`src/atl_pkg.sv`:
```
// Package for the associative TLB: defaults, operation codes, state and command types.
package atl_pkg;

    localparam int ENTRIES_DEF   = 16;
    localparam int PAGE_BITS_DEF = 12;
    localparam int VA_BITS_DEF   = 39;
    localparam int PA_BITS_DEF   = 56;
    localparam int ASID_W        = 16;
    localparam int KIND_W        = 2;

    localparam logic [KIND_W-1:0] KIND_LOOKUP = 2'd0;
    localparam logic [KIND_W-1:0] KIND_INSERT = 2'd1;
    localparam logic [KIND_W-1:0] KIND_FLUSH  = 2'd2;

    typedef enum logic [1:0] {
        S_IDLE,
        S_CMP,
        S_UPD,
        S_DONE
    } t_state;

    typedef struct packed {
        logic capture;
        logic compare;
        logic update;
        logic load_out;
    } t_dp_cmd;

endpackage

```
`src/atl_if.sv`:
```
// Request and response channel interfaces of the associative TLB.
interface atl_req_if #(
    parameter int VA_BITS = atl_pkg::VA_BITS_DEF,
    parameter int PA_BITS = atl_pkg::PA_BITS_DEF
);
    logic                        valid;
    logic                        ready;
    logic [atl_pkg::KIND_W-1:0]  kind;
    logic [VA_BITS-1:0]          virt_addr;
    logic [atl_pkg::ASID_W-1:0]  asid;
    logic [PA_BITS-1:0]          phys_in;

    modport source (output valid, kind, virt_addr, asid, phys_in, input ready);
    modport sink   (input valid, kind, virt_addr, asid, phys_in, output ready);
endinterface

interface atl_rsp_if #(
    parameter int PA_BITS = atl_pkg::PA_BITS_DEF
);
    logic               valid;
    logic               ready;
    logic               hit;
    logic [PA_BITS-1:0] phys_out;

    modport source (output valid, hit, phys_out, input ready);
    modport sink   (input valid, hit, phys_out, output ready);
endinterface

```
`src/assoc_tlb_lru_unit.sv`:
```
// Fully associative TLB with least recently used replacement.
// Sequence: the request is captured, the tags are compared, the ranks and the RAM are updated
// with the physical page read registered, and the result register loads once its slot is free.
// A new request is accepted only after the controller has loaded the result and gone back
// to idle, so only one item is in flight at a time.
// Reset (synchronous, active low) clears all valid bits and sets the ranks to index order;
// the tag and physical page stores are not cleared.
module assoc_tlb_lru_unit #(
    parameter int ENTRIES   = atl_pkg::ENTRIES_DEF,
    parameter int PAGE_BITS = atl_pkg::PAGE_BITS_DEF,
    parameter int VA_BITS   = atl_pkg::VA_BITS_DEF,
    parameter int PA_BITS   = atl_pkg::PA_BITS_DEF
) (
    input  logic       i_clk,
    input  logic       i_rst_n,
    atl_req_if.sink    i_req,
    atl_rsp_if.source  o_rsp
);

    atl_pkg::t_dp_cmd cmd;

    atl_ctrl u_ctrl (
        .i_clk       (i_clk),
        .i_rst_n     (i_rst_n),
        .i_in_valid  (i_req.valid),
        .o_in_ready  (i_req.ready),
        .o_out_valid (o_rsp.valid),
        .i_out_ready (o_rsp.ready),
        .o_cmd       (cmd)
    );

    atl_dp #(
        .ENTRIES   (ENTRIES),
        .PAGE_BITS (PAGE_BITS),
        .VA_BITS   (VA_BITS),
        .PA_BITS   (PA_BITS)
    ) u_dp (
        .i_clk       (i_clk),
        .i_rst_n     (i_rst_n),
        .i_cmd       (cmd),
        .i_kind      (i_req.kind),
        .i_virt_addr (i_req.virt_addr),
        .i_asid      (i_req.asid),
        .i_phys_in   (i_req.phys_in),
        .o_hit       (o_rsp.hit),
        .o_phys_out  (o_rsp.phys_out)
    );

endmodule

```
`src/atl_ram.sv`:
```
// Generic single-write, single-read RAM with registered read data.
module atl_ram #(
    parameter int WIDTH = 8,
    parameter int DEPTH = 16
) (
    input  logic                     i_clk,
    input  logic                     i_wr_en,
    input  logic [$clog2(DEPTH)-1:0] i_wr_addr,
    input  logic [WIDTH-1:0]         i_wr_data,
    input  logic                     i_rd_en,
    input  logic [$clog2(DEPTH)-1:0] i_rd_addr,
    output logic [WIDTH-1:0]         o_rd_data
);

    logic [WIDTH-1:0] r_mem [DEPTH];
    logic [WIDTH-1:0] r_rd_data;

    always_ff @(posedge i_clk) begin
        if (i_wr_en) begin
            r_mem[i_wr_addr] <= i_wr_data;
        end
        if (i_rd_en) begin
            r_rd_data <= r_mem[i_rd_addr];
        end
    end

    assign o_rd_data = r_rd_data;

endmodule

```
`src/atl_ctrl.sv`:
```
// Controller state machine that sequences capture, compare, update and result load.
module atl_ctrl (
    input  logic             i_clk,
    input  logic             i_rst_n,
    input  logic             i_in_valid,
    output logic             o_in_ready,
    output logic             o_out_valid,
    input  logic             i_out_ready,
    output atl_pkg::t_dp_cmd o_cmd
);

    atl_pkg::t_state r_state;
    atl_pkg::t_state n_state;
    logic            r_out_valid;
    logic            n_out_valid;
    logic            out_free;

    // The result register may be refilled in the cycle its transfer completes.
    assign out_free = !r_out_valid || i_out_ready;

    always_comb begin
        n_state = r_state;
        case (r_state)
            atl_pkg::S_IDLE: begin
                if (i_in_valid) begin
                    n_state = atl_pkg::S_CMP;
                end
            end
            atl_pkg::S_CMP: begin
                n_state = atl_pkg::S_UPD;
            end
            atl_pkg::S_UPD: begin
                n_state = atl_pkg::S_DONE;
            end
            atl_pkg::S_DONE: begin
                if (out_free) begin
                    n_state = atl_pkg::S_IDLE;
                end
            end
            default: begin
                n_state = atl_pkg::S_IDLE;
            end
        endcase
    end

    always_comb begin
        o_in_ready     = 1'b0;
        o_cmd          = '0;
        case (r_state)
            atl_pkg::S_IDLE: begin
                o_in_ready    = 1'b1;
                o_cmd.capture = i_in_valid;
            end
            atl_pkg::S_CMP: begin
                o_cmd.compare = 1'b1;
            end
            atl_pkg::S_UPD: begin
                o_cmd.update = 1'b1;
            end
            atl_pkg::S_DONE: begin
                o_cmd.load_out = out_free;
            end
            default: begin
                o_in_ready = 1'b0;
            end
        endcase
    end

    always_comb begin
        n_out_valid = r_out_valid;
        if (o_cmd.load_out) begin
            n_out_valid = 1'b1;
        end else if (i_out_ready) begin
            n_out_valid = 1'b0;
        end
    end

    always_ff @(posedge i_clk) begin
        if (!i_rst_n) begin
            r_state     <= atl_pkg::S_IDLE;
            r_out_valid <= 1'b0;
        end else begin
            r_state     <= n_state;
            r_out_valid <= n_out_valid;
        end
    end

    assign o_out_valid = r_out_valid;

endmodule

```
`src/atl_dp.sv`:
```
// Datapath: entry tags, valid bits, recency ranks, physical page RAM and result register.
module atl_dp #(
    parameter int ENTRIES   = atl_pkg::ENTRIES_DEF,
    parameter int PAGE_BITS = atl_pkg::PAGE_BITS_DEF,
    parameter int VA_BITS   = atl_pkg::VA_BITS_DEF,
    parameter int PA_BITS   = atl_pkg::PA_BITS_DEF
) (
    input  logic                        i_clk,
    input  logic                        i_rst_n,
    input  atl_pkg::t_dp_cmd            i_cmd,
    input  logic [atl_pkg::KIND_W-1:0]  i_kind,
    input  logic [VA_BITS-1:0]          i_virt_addr,
    input  logic [atl_pkg::ASID_W-1:0]  i_asid,
    input  logic [PA_BITS-1:0]          i_phys_in,
    output logic                        o_hit,
    output logic [PA_BITS-1:0]          o_phys_out
);

    localparam int IDX_W = $clog2(ENTRIES);
    localparam int VPN_W = VA_BITS - PAGE_BITS;
    localparam int PPN_W = PA_BITS - PAGE_BITS;
    localparam logic [IDX_W-1:0] RANK_TOP = IDX_W'(ENTRIES - 1);

    // Captured item.
    logic [atl_pkg::KIND_W-1:0] r_kind;
    logic [VPN_W-1:0]           r_vpn;
    logic [PAGE_BITS-1:0]       r_offset;
    logic [atl_pkg::ASID_W-1:0] r_asid;
    logic [PPN_W-1:0]           r_ppn;

    // Entry state.
    logic [ENTRIES-1:0]         r_valid;
    logic [VPN_W-1:0]           r_tag_vpn  [ENTRIES];
    logic [atl_pkg::ASID_W-1:0] r_tag_asid [ENTRIES];
    logic [IDX_W-1:0]           r_rank     [ENTRIES];

    // Compare results.
    logic                       r_hit;
    logic [IDX_W-1:0]           r_idx;
    logic [IDX_W-1:0]           r_slot;

    // Result register.
    logic                       r_out_hit;
    logic [PA_BITS-1:0]         r_out_phys;

    logic [ENTRIES-1:0]         match;
    logic [IDX_W-1:0]           hit_idx;
    logic [IDX_W-1:0]           free_idx;
    logic [IDX_W-1:0]           lru_idx;
    logic                       any_free;
    logic                       is_lookup;
    logic                       is_insert;
    logic                       do_touch;
    logic                       do_fill;
    logic [IDX_W-1:0]           touch_idx;
    logic [IDX_W-1:0]           touch_rank;
    logic [PPN_W-1:0]           ram_rd_data;

    assign is_lookup = (r_kind == atl_pkg::KIND_LOOKUP);
    assign is_insert = (r_kind == atl_pkg::KIND_INSERT);

    always_ff @(posedge i_clk) begin
        if (i_cmd.capture) begin
            r_kind   <= i_kind;
            r_vpn    <= i_virt_addr[VA_BITS-1:PAGE_BITS];
            r_offset <= i_virt_addr[PAGE_BITS-1:0];
            r_asid   <= i_asid;
            r_ppn    <= i_phys_in[PA_BITS-1:PAGE_BITS];
        end
    end

    always_comb begin
        for (int i = 0; i < ENTRIES; i++) begin
            match[i] = r_valid[i] && (r_tag_vpn[i] == r_vpn) && (r_tag_asid[i] == r_asid);
        end
    end

    // Highest matching entry wins; lowest invalid entry is filled first.
    always_comb begin
        hit_idx  = '0;
        free_idx = '0;
        lru_idx  = '0;
        for (int i = 0; i < ENTRIES; i++) begin
            if (match[i]) begin
                hit_idx = IDX_W'(i);
            end
            if (r_rank[i] == '0) begin
                lru_idx = IDX_W'(i);
            end
        end
        for (int i = ENTRIES - 1; i >= 0; i--) begin
            if (!r_valid[i]) begin
                free_idx = IDX_W'(i);
            end
        end
    end

    assign any_free = !(&r_valid);

    always_ff @(posedge i_clk) begin
        if (i_cmd.compare) begin
            r_hit  <= |match;
            r_idx  <= hit_idx;
            r_slot <= any_free ? free_idx : lru_idx;
        end
    end

    assign do_fill   = i_cmd.update && is_insert && !r_hit;
    assign do_touch  = (i_cmd.update && is_lookup && r_hit) || do_fill;
    assign touch_idx = is_lookup ? r_idx : r_slot;

    always_comb begin
        touch_rank = '0;
        for (int i = 0; i < ENTRIES; i++) begin
            if (touch_idx == IDX_W'(i)) begin
                touch_rank = touch_rank | r_rank[i];
            end
        end
    end

    always_ff @(posedge i_clk) begin
        if (!i_rst_n) begin
            r_valid <= '0;
            for (int i = 0; i < ENTRIES; i++) begin
                r_rank[i] <= IDX_W'(i);
            end
        end else begin
            if (i_cmd.update && (r_kind == atl_pkg::KIND_FLUSH)) begin
                r_valid <= '0;
            end else if (do_fill) begin
                r_valid[r_slot] <= 1'b1;
            end
            if (do_touch) begin
                for (int i = 0; i < ENTRIES; i++) begin
                    if (touch_idx == IDX_W'(i)) begin
                        r_rank[i] <= RANK_TOP;
                    end else if (r_rank[i] > touch_rank) begin
                        r_rank[i] <= r_rank[i] - IDX_W'(1);
                    end
                end
            end
        end
    end

    always_ff @(posedge i_clk) begin
        if (do_fill) begin
            r_tag_vpn[r_slot]  <= r_vpn;
            r_tag_asid[r_slot] <= r_asid;
        end
    end

    atl_ram #(
        .WIDTH (PPN_W),
        .DEPTH (ENTRIES)
    ) u_ppn_ram (
        .i_clk     (i_clk),
        .i_wr_en   (do_fill),
        .i_wr_addr (r_slot),
        .i_wr_data (r_ppn),
        .i_rd_en   (i_cmd.update && is_lookup && r_hit),
        .i_rd_addr (r_idx),
        .o_rd_data (ram_rd_data)
    );

    always_ff @(posedge i_clk) begin
        if (i_cmd.load_out) begin
            r_out_hit  <= is_lookup && r_hit;
            r_out_phys <= (is_lookup && r_hit) ? {ram_rd_data, r_offset} : '0;
        end
    end

    assign o_hit      = r_out_hit;
    assign o_phys_out = r_out_phys;

endmodule

```
`src/flat_wrapper.sv`:
```
// flat-port wrapper written by rule: the top's interface ports become plain ports
module assoc_tlb_lru_unit_flat 
#(
    parameter int ENTRIES   = atl_pkg::ENTRIES_DEF,
    parameter int PAGE_BITS = atl_pkg::PAGE_BITS_DEF,
    parameter int VA_BITS   = atl_pkg::VA_BITS_DEF,
    parameter int PA_BITS   = atl_pkg::PA_BITS_DEF
)
  (i_clk, i_rst_n, i_req_valid, i_req_kind, i_req_virt_addr, i_req_asid, i_req_phys_in, i_req_ready, o_rsp_valid, o_rsp_hit, o_rsp_phys_out, o_rsp_ready);
  atl_req_if #(.VA_BITS(VA_BITS), .PA_BITS(PA_BITS)) i_req_i ();
  atl_rsp_if #(.PA_BITS(PA_BITS)) o_rsp_i ();
  input  logic i_clk;
  input  logic i_rst_n;
  input wire logic [$bits(i_req_i.valid)-1:0] i_req_valid;
  input wire logic [$bits(i_req_i.kind)-1:0] i_req_kind;
  input wire logic [$bits(i_req_i.virt_addr)-1:0] i_req_virt_addr;
  input wire logic [$bits(i_req_i.asid)-1:0] i_req_asid;
  input wire logic [$bits(i_req_i.phys_in)-1:0] i_req_phys_in;
  output wire logic [$bits(i_req_i.ready)-1:0] i_req_ready;
  output wire logic [$bits(o_rsp_i.valid)-1:0] o_rsp_valid;
  output wire logic [$bits(o_rsp_i.hit)-1:0] o_rsp_hit;
  output wire logic [$bits(o_rsp_i.phys_out)-1:0] o_rsp_phys_out;
  input wire logic [$bits(o_rsp_i.ready)-1:0] o_rsp_ready;
  assign i_req_i.valid = i_req_valid;
  assign i_req_i.kind = i_req_kind;
  assign i_req_i.virt_addr = i_req_virt_addr;
  assign i_req_i.asid = i_req_asid;
  assign i_req_i.phys_in = i_req_phys_in;
  assign i_req_ready = i_req_i.ready;
  assign o_rsp_valid = o_rsp_i.valid;
  assign o_rsp_hit = o_rsp_i.hit;
  assign o_rsp_phys_out = o_rsp_i.phys_out;
  assign o_rsp_i.ready = o_rsp_ready;
  assoc_tlb_lru_unit #(.ENTRIES(ENTRIES), .PAGE_BITS(PAGE_BITS), .VA_BITS(VA_BITS), .PA_BITS(PA_BITS)) u_core (.i_clk(i_clk), .i_rst_n(i_rst_n), .i_req(i_req_i), .o_rsp(o_rsp_i));
endmodule
```
`config.mk`:
```
export PLATFORM = sky130hd
export DESIGN_NAME = assoc_tlb_lru_unit_flat
export DESIGN_NICKNAME = d
export VERILOG_FILES = /design/src/atl_pkg.sv /design/src/atl_if.sv /design/src/assoc_tlb_lru_unit.sv /design/src/atl_ram.sv /design/src/atl_ctrl.sv /design/src/atl_dp.sv /design/src/flat_wrapper.sv
export SDC_FILE = /design/constraint.sdc
export NUM_CORES = 2
export LEC_CHECK = 0
export ABC_AREA = 1
export ABC_CLOCK_PERIOD_IN_PS = 12800
export BUFFER_PORTS_ARGS = -buffer_cell sky130_fd_sc_hd__buf_4
export CAP_MARGIN = 20
export CORE_UTILIZATION = 31
export DETAILED_ROUTE_END_ITERATION = 8
export PLACE_DENSITY = 0.42
export REMOVE_ABC_BUFFERS = 1
export SLEW_MARGIN = 20
export SYNTH_ARGS = -nofsm -noshare
export SYNTH_HDL_FRONTEND = slang
export SYNTH_SLANG_ARGS = --single-unit
export TNS_END_PERCENT = 50
```
`constraint.sdc`:
```
create_clock -name i_clk -period 12.8 [get_ports i_clk]
set_input_delay 2.56 -clock i_clk [delete_from_list [all_inputs] [get_ports i_clk]]
set_output_delay 2.56 -clock i_clk [all_outputs]
set_load 0.01 [all_outputs]
```
==> impl_metrics.env <==
export IMPL_cp_start_kind="register"
export IMPL_std_cell_rows=174
export IMPL_synth_avg_cell_area_sq_um=13.2
export IMPL_syn_area_sq_um=70700
export IMPL_start_util=0.313
export IMPL_cts_root_buf="clkbuf_16"
export IMPL_setup_violations_final=0
export IMPL_synth_seq_cells=1686
export IMPL_dpl_worst_slack_ns=7.07
export IMPL_drive_gt1_frac=0.114
export IMPL_status="finished clean"
export IMPL_via_count=44375
export IMPL_grt_max_degree=196
export IMPL_ant_nets=0
export IMPL_cp_slowest_cell="nand3_1"
export IMPL_post_route_drc_count=0
export IMPL_clk_pin_slew_worst_paths_ns=0.06
export IMPL_synth_edff_count=1667
export IMPL_finalNonFillerCells=8751
export IMPL_clk_latency_ns=0.87
export IMPL_dp_hpwl_mm=133
export IMPL_fin_skew_ns=0.0658
export IMPL_place_congestion=0.844
export IMPL_crit_start="u_core.u_dp.r_idx[1]$_SDFFCE_PP1N_"
export IMPL_report_final_slew_viol_count=0
export IMPL_die_w_microns=480
export IMPL_hold_slack_ns=0.486
export IMPL_crit_chain="buf_4, inv_6, nand2_1, o21ai_1, nand2_1, nor2_1, inv_1, o22ai_1, a221oi_1, nand3_1, ha_1, nor2_1, o21ai_0, a32o_1, nor3_2, a31oi_1, nand2_1"
export IMPL_holdBufCountCts=0
export IMPL_synth_cell_types=55
export IMPL_hold_path_class="register to register"
export IMPL_min_to="u_core.u_dp.r_valid[6]$_SDFFE_PP0P_"
export IMPL_ff2ff_path_depth=17
export IMPL_p_leak_nw=28.4
export IMPL_ys_flop_type="edfxtp_1"
export IMPL_rr_endpoint="u_core.u_dp.r_rank[0][3]$_SDFFCE_PN0P_"
export IMPL_setup_ws_ns=7.17
export IMPL_cts_path_max_buffers=3
export IMPL_yosysSeqAreaShare=0.713
export IMPL_post_cts_buffers=0
export IMPL_path_delay_family="simple AND/OR/NAND/NOR gates"
export IMPL_grt_pass1_vias=43242
export IMPL_finalNetCount=5803
export IMPL_ir_worst_vdd_uv=119
export IMPL_post_drt_wl_per_cell_microns=26.7
export IMPL_maxCapViolations=0
export IMPL_final_common_cell="edfxtp_1"
export IMPL_synthCells=5352
export IMPL_synthToLayoutAreaGrowth_pct=15.5
export IMPL_grt_pass1_wl_mm=328
export IMPL_cts_resized=0
export IMPL_crit_fanout=81
export IMPL_max_freq_mhz=177
export IMPL_cts_tree="done"
export IMPL_io_buffer_count=163
export IMPL_drt_initial_drc_count=4394
export IMPL_power_density_nw_per_um2=185
export IMPL_core_sq_um=226000
export IMPL_cts_buffers=189
export IMPL_required_ns=13.34
export IMPL_worst_pin_slew_ns=1.06
export IMPL_critPathBufInv=3
export IMPL_hold_path_cell_count=2
export IMPL_htree_levels=4
export IMPL_synthArstFlopShare=0
export IMPL_r2r_start="u_core.u_dp.r_idx[1]$_SDFFCE_PP1N_"
export IMPL_die_area_sq_um=230000
export IMPL_fin_crit_sh=0.440
export IMPL_r2r_slack_ns=7.17
export IMPL_via_per_inst=5.07
export IMPL_grt_overflow=0
export IMPL_cp_arrival_ns=6.18
export IMPL_place_inst=8401
export IMPL_hp_start="u_core.u_dp.r_valid[6]$_SDFFE_PP0P_"
export IMPL_crit_top_cell="nand2_1"
export IMPL_drt_total_wl_mm=234
export IMPL_grt_setup_unrepaired="false"
export IMPL_critPathMaxStageDelay_ns=0.88
export IMPL_critical_path_class="register to register"
export IMPL_critPathCaptureType="register"
export IMPL_grt_antenna_before_repair=20
export IMPL_fin_crit_ns=5.63
export IMPL_mostFrequentLayoutCells="edfxtp_1 (1667), nand2_1 (696), o21ai_0 (479)"
export IMPL_cts_sinks=1686
export IMPL_first_pass_iters=8
export IMPL_grt_use_total=0.201
export IMPL_die_h_microns=480
export IMPL_fin_total_pwr_mw=15.1
export IMPL_yosysWarnings=0
export IMPL_maxSlewHeadroom=0.292
export IMPL_hold_violations=0
export IMPL_io_pins=176
-- logic make-up after synthesis --
logic type	share of synthesized area
DFF	0.713
AOI/OAI and AO/OA	0.100
muxes	0.0249
xor gates and xnor gates	0.0211
adders and majority gates	0.0152
and+or+nand+nor	0.0809
buffers and inverters	0.0442
-- per-layer routing --
layer	vias to the layer above	track usage	wire [microns]
met2	1392	0.328	110000
met3	305	0.0255	12400
met5	-	0	0
met4	0	0.0551	6080
met1	22493	0.279	106000
li1	20185	-	-
-- layout make-up --
type,count,area (sq um)
fill,21869,144000
sequential,1686,50400
multi-input combinational,2936,17300
clock buffer,244,4970
tap,2992,3740
timing repair buffer,299,2280
inverter,488,1850
clock inverter,103,1060
antenna,3,7.51
-- worst reg2reg max path, stage by stage, from the launching register on --
cell	delay [ns]
edfxtp_1	0.32
buf_4	0.73
inv_6	0.54
nand2_1	0.21
o21ai_1	0.15
nand2_1	0.20
nor2_1	0.14
inv_1	0.16
o22ai_1	0.09
a221oi_1	0.33
nand3_1	0.88
ha_1	0.54
nor2_1	0.11
o21ai_0	0.09
a32o_1	0.21
nor3_2	0.25
a31oi_1	0.16
nand2_1	0.22
-- flip-flops by register name, indices dropped and copies added (netlist names) --
register	count
u_core.u_dp.u_ppn_ram.r_mem	704
u_core.u_dp.r_tag_vpn	432
u_core.u_dp.r_tag_asid	256
u_core.u_dp.r_rank	64
u_core.u_dp.o_phys_out	56
u_core.u_dp.r_ppn	44
u_core.u_dp.u_ppn_ram.o_rd_data	44
u_core.u_dp.r_vpn	27
u_core.u_dp.r_asid	16
u_core.u_dp.r_valid	16
u_core.u_dp.r_offset	12
u_core.u_dp.r_idx	4
u_core.u_dp.r_slot	4
u_core.u_ctrl.r_state	2
u_core.u_dp.r_kind	2
u_core.u_ctrl.o_out_valid	1
u_core.u_dp.o_hit	1
u_core.u_dp.r_hit	1
-- metrics by stage --
stage          setup TNS (ns)  utilization  instance area [sq um]
6_report                    0        0.362                  81600
5_1_grt                     0        0.362                  81600
2_1_floorplan         -323.20            -                  69400
3_3_place_gp                0        0.335                  75600
3_5_place_dp                0        0.335                  75600
4_1_cts                     0        0.362                  81600
-- how the worst max path moves through the flow --
stage | endpoint | slack, ns | depth (start not counted)
2_1_floorplan | u_core.u_dp.r_rank[0][0]$_SDFFCE_PN0P_ | -2.73 | 15
6_report | u_core.u_dp.r_rank[0][3]$_SDFFCE_PN0P_ | 7.17 | 17
5_1_grt | u_core.u_dp.r_rank[0][2]$_SDFFCE_PN0P_ | 6.66 | 17
3_5_place_dp | u_core.u_dp.r_rank[0][3]$_SDFFCE_PN0P_ | 7.07 | 17
4_1_cts | u_core.u_dp.r_rank[0][3]$_SDFFCE_PN0P_ | 7.05 | 17
3_3_place_gp | u_core.u_dp.r_rank[0][3]$_SDFFCE_PN0P_ | 7.04 | 19
-- Yosys cell counts (4+ instances only) --
cell       number  area (sq um)
a211oi_1        9          67.6
o21ai_0       479          2400
a32o_1         10           100
a22o_1         58           508
edfxtp_1     1667         50100
o211ai_1      191          1430
o21ai_1        12          60.1
nand3_1       105           526
nand4_1        48           300
a21oi_1       224          1120
a32oi_1         6          52.6
nor3_4          8           130
inv_1         441          1660
a2111oi_0       4          35.0
buf_6          25           282
nand2_1       696          2610
inv_2          45           169
buf_4          30           225
dfxtp_1        19           380
nor2_4          4          45.0
xnor2_1       113           990
ha_1           86          1080
a31oi_1        26           163
buf_1          16          60.1
o2111ai_1       9          78.8
xor2_1         57           499
o221ai_1        6          52.6
o22ai_1       110           688
clkbuf_1      102           383
or2_2          20           125
a221oi_1       26           228
mux2i_1       176          1760
nor4b_1         6          52.6
nor3_1         21           105
nor4_1         82           513
nor2_1        321          1200
buf_2          69           345
-- report_power, final --
| part | internal (mW) | switching [mW] |
|---|---|---|
| Sequential | 6.49 | 0.184 |
| Combinational | 0.882 | 2.21 |
| Clock | 2.97 | 2.36 |
No activity file was read; power rests on OpenSTA's default activity.
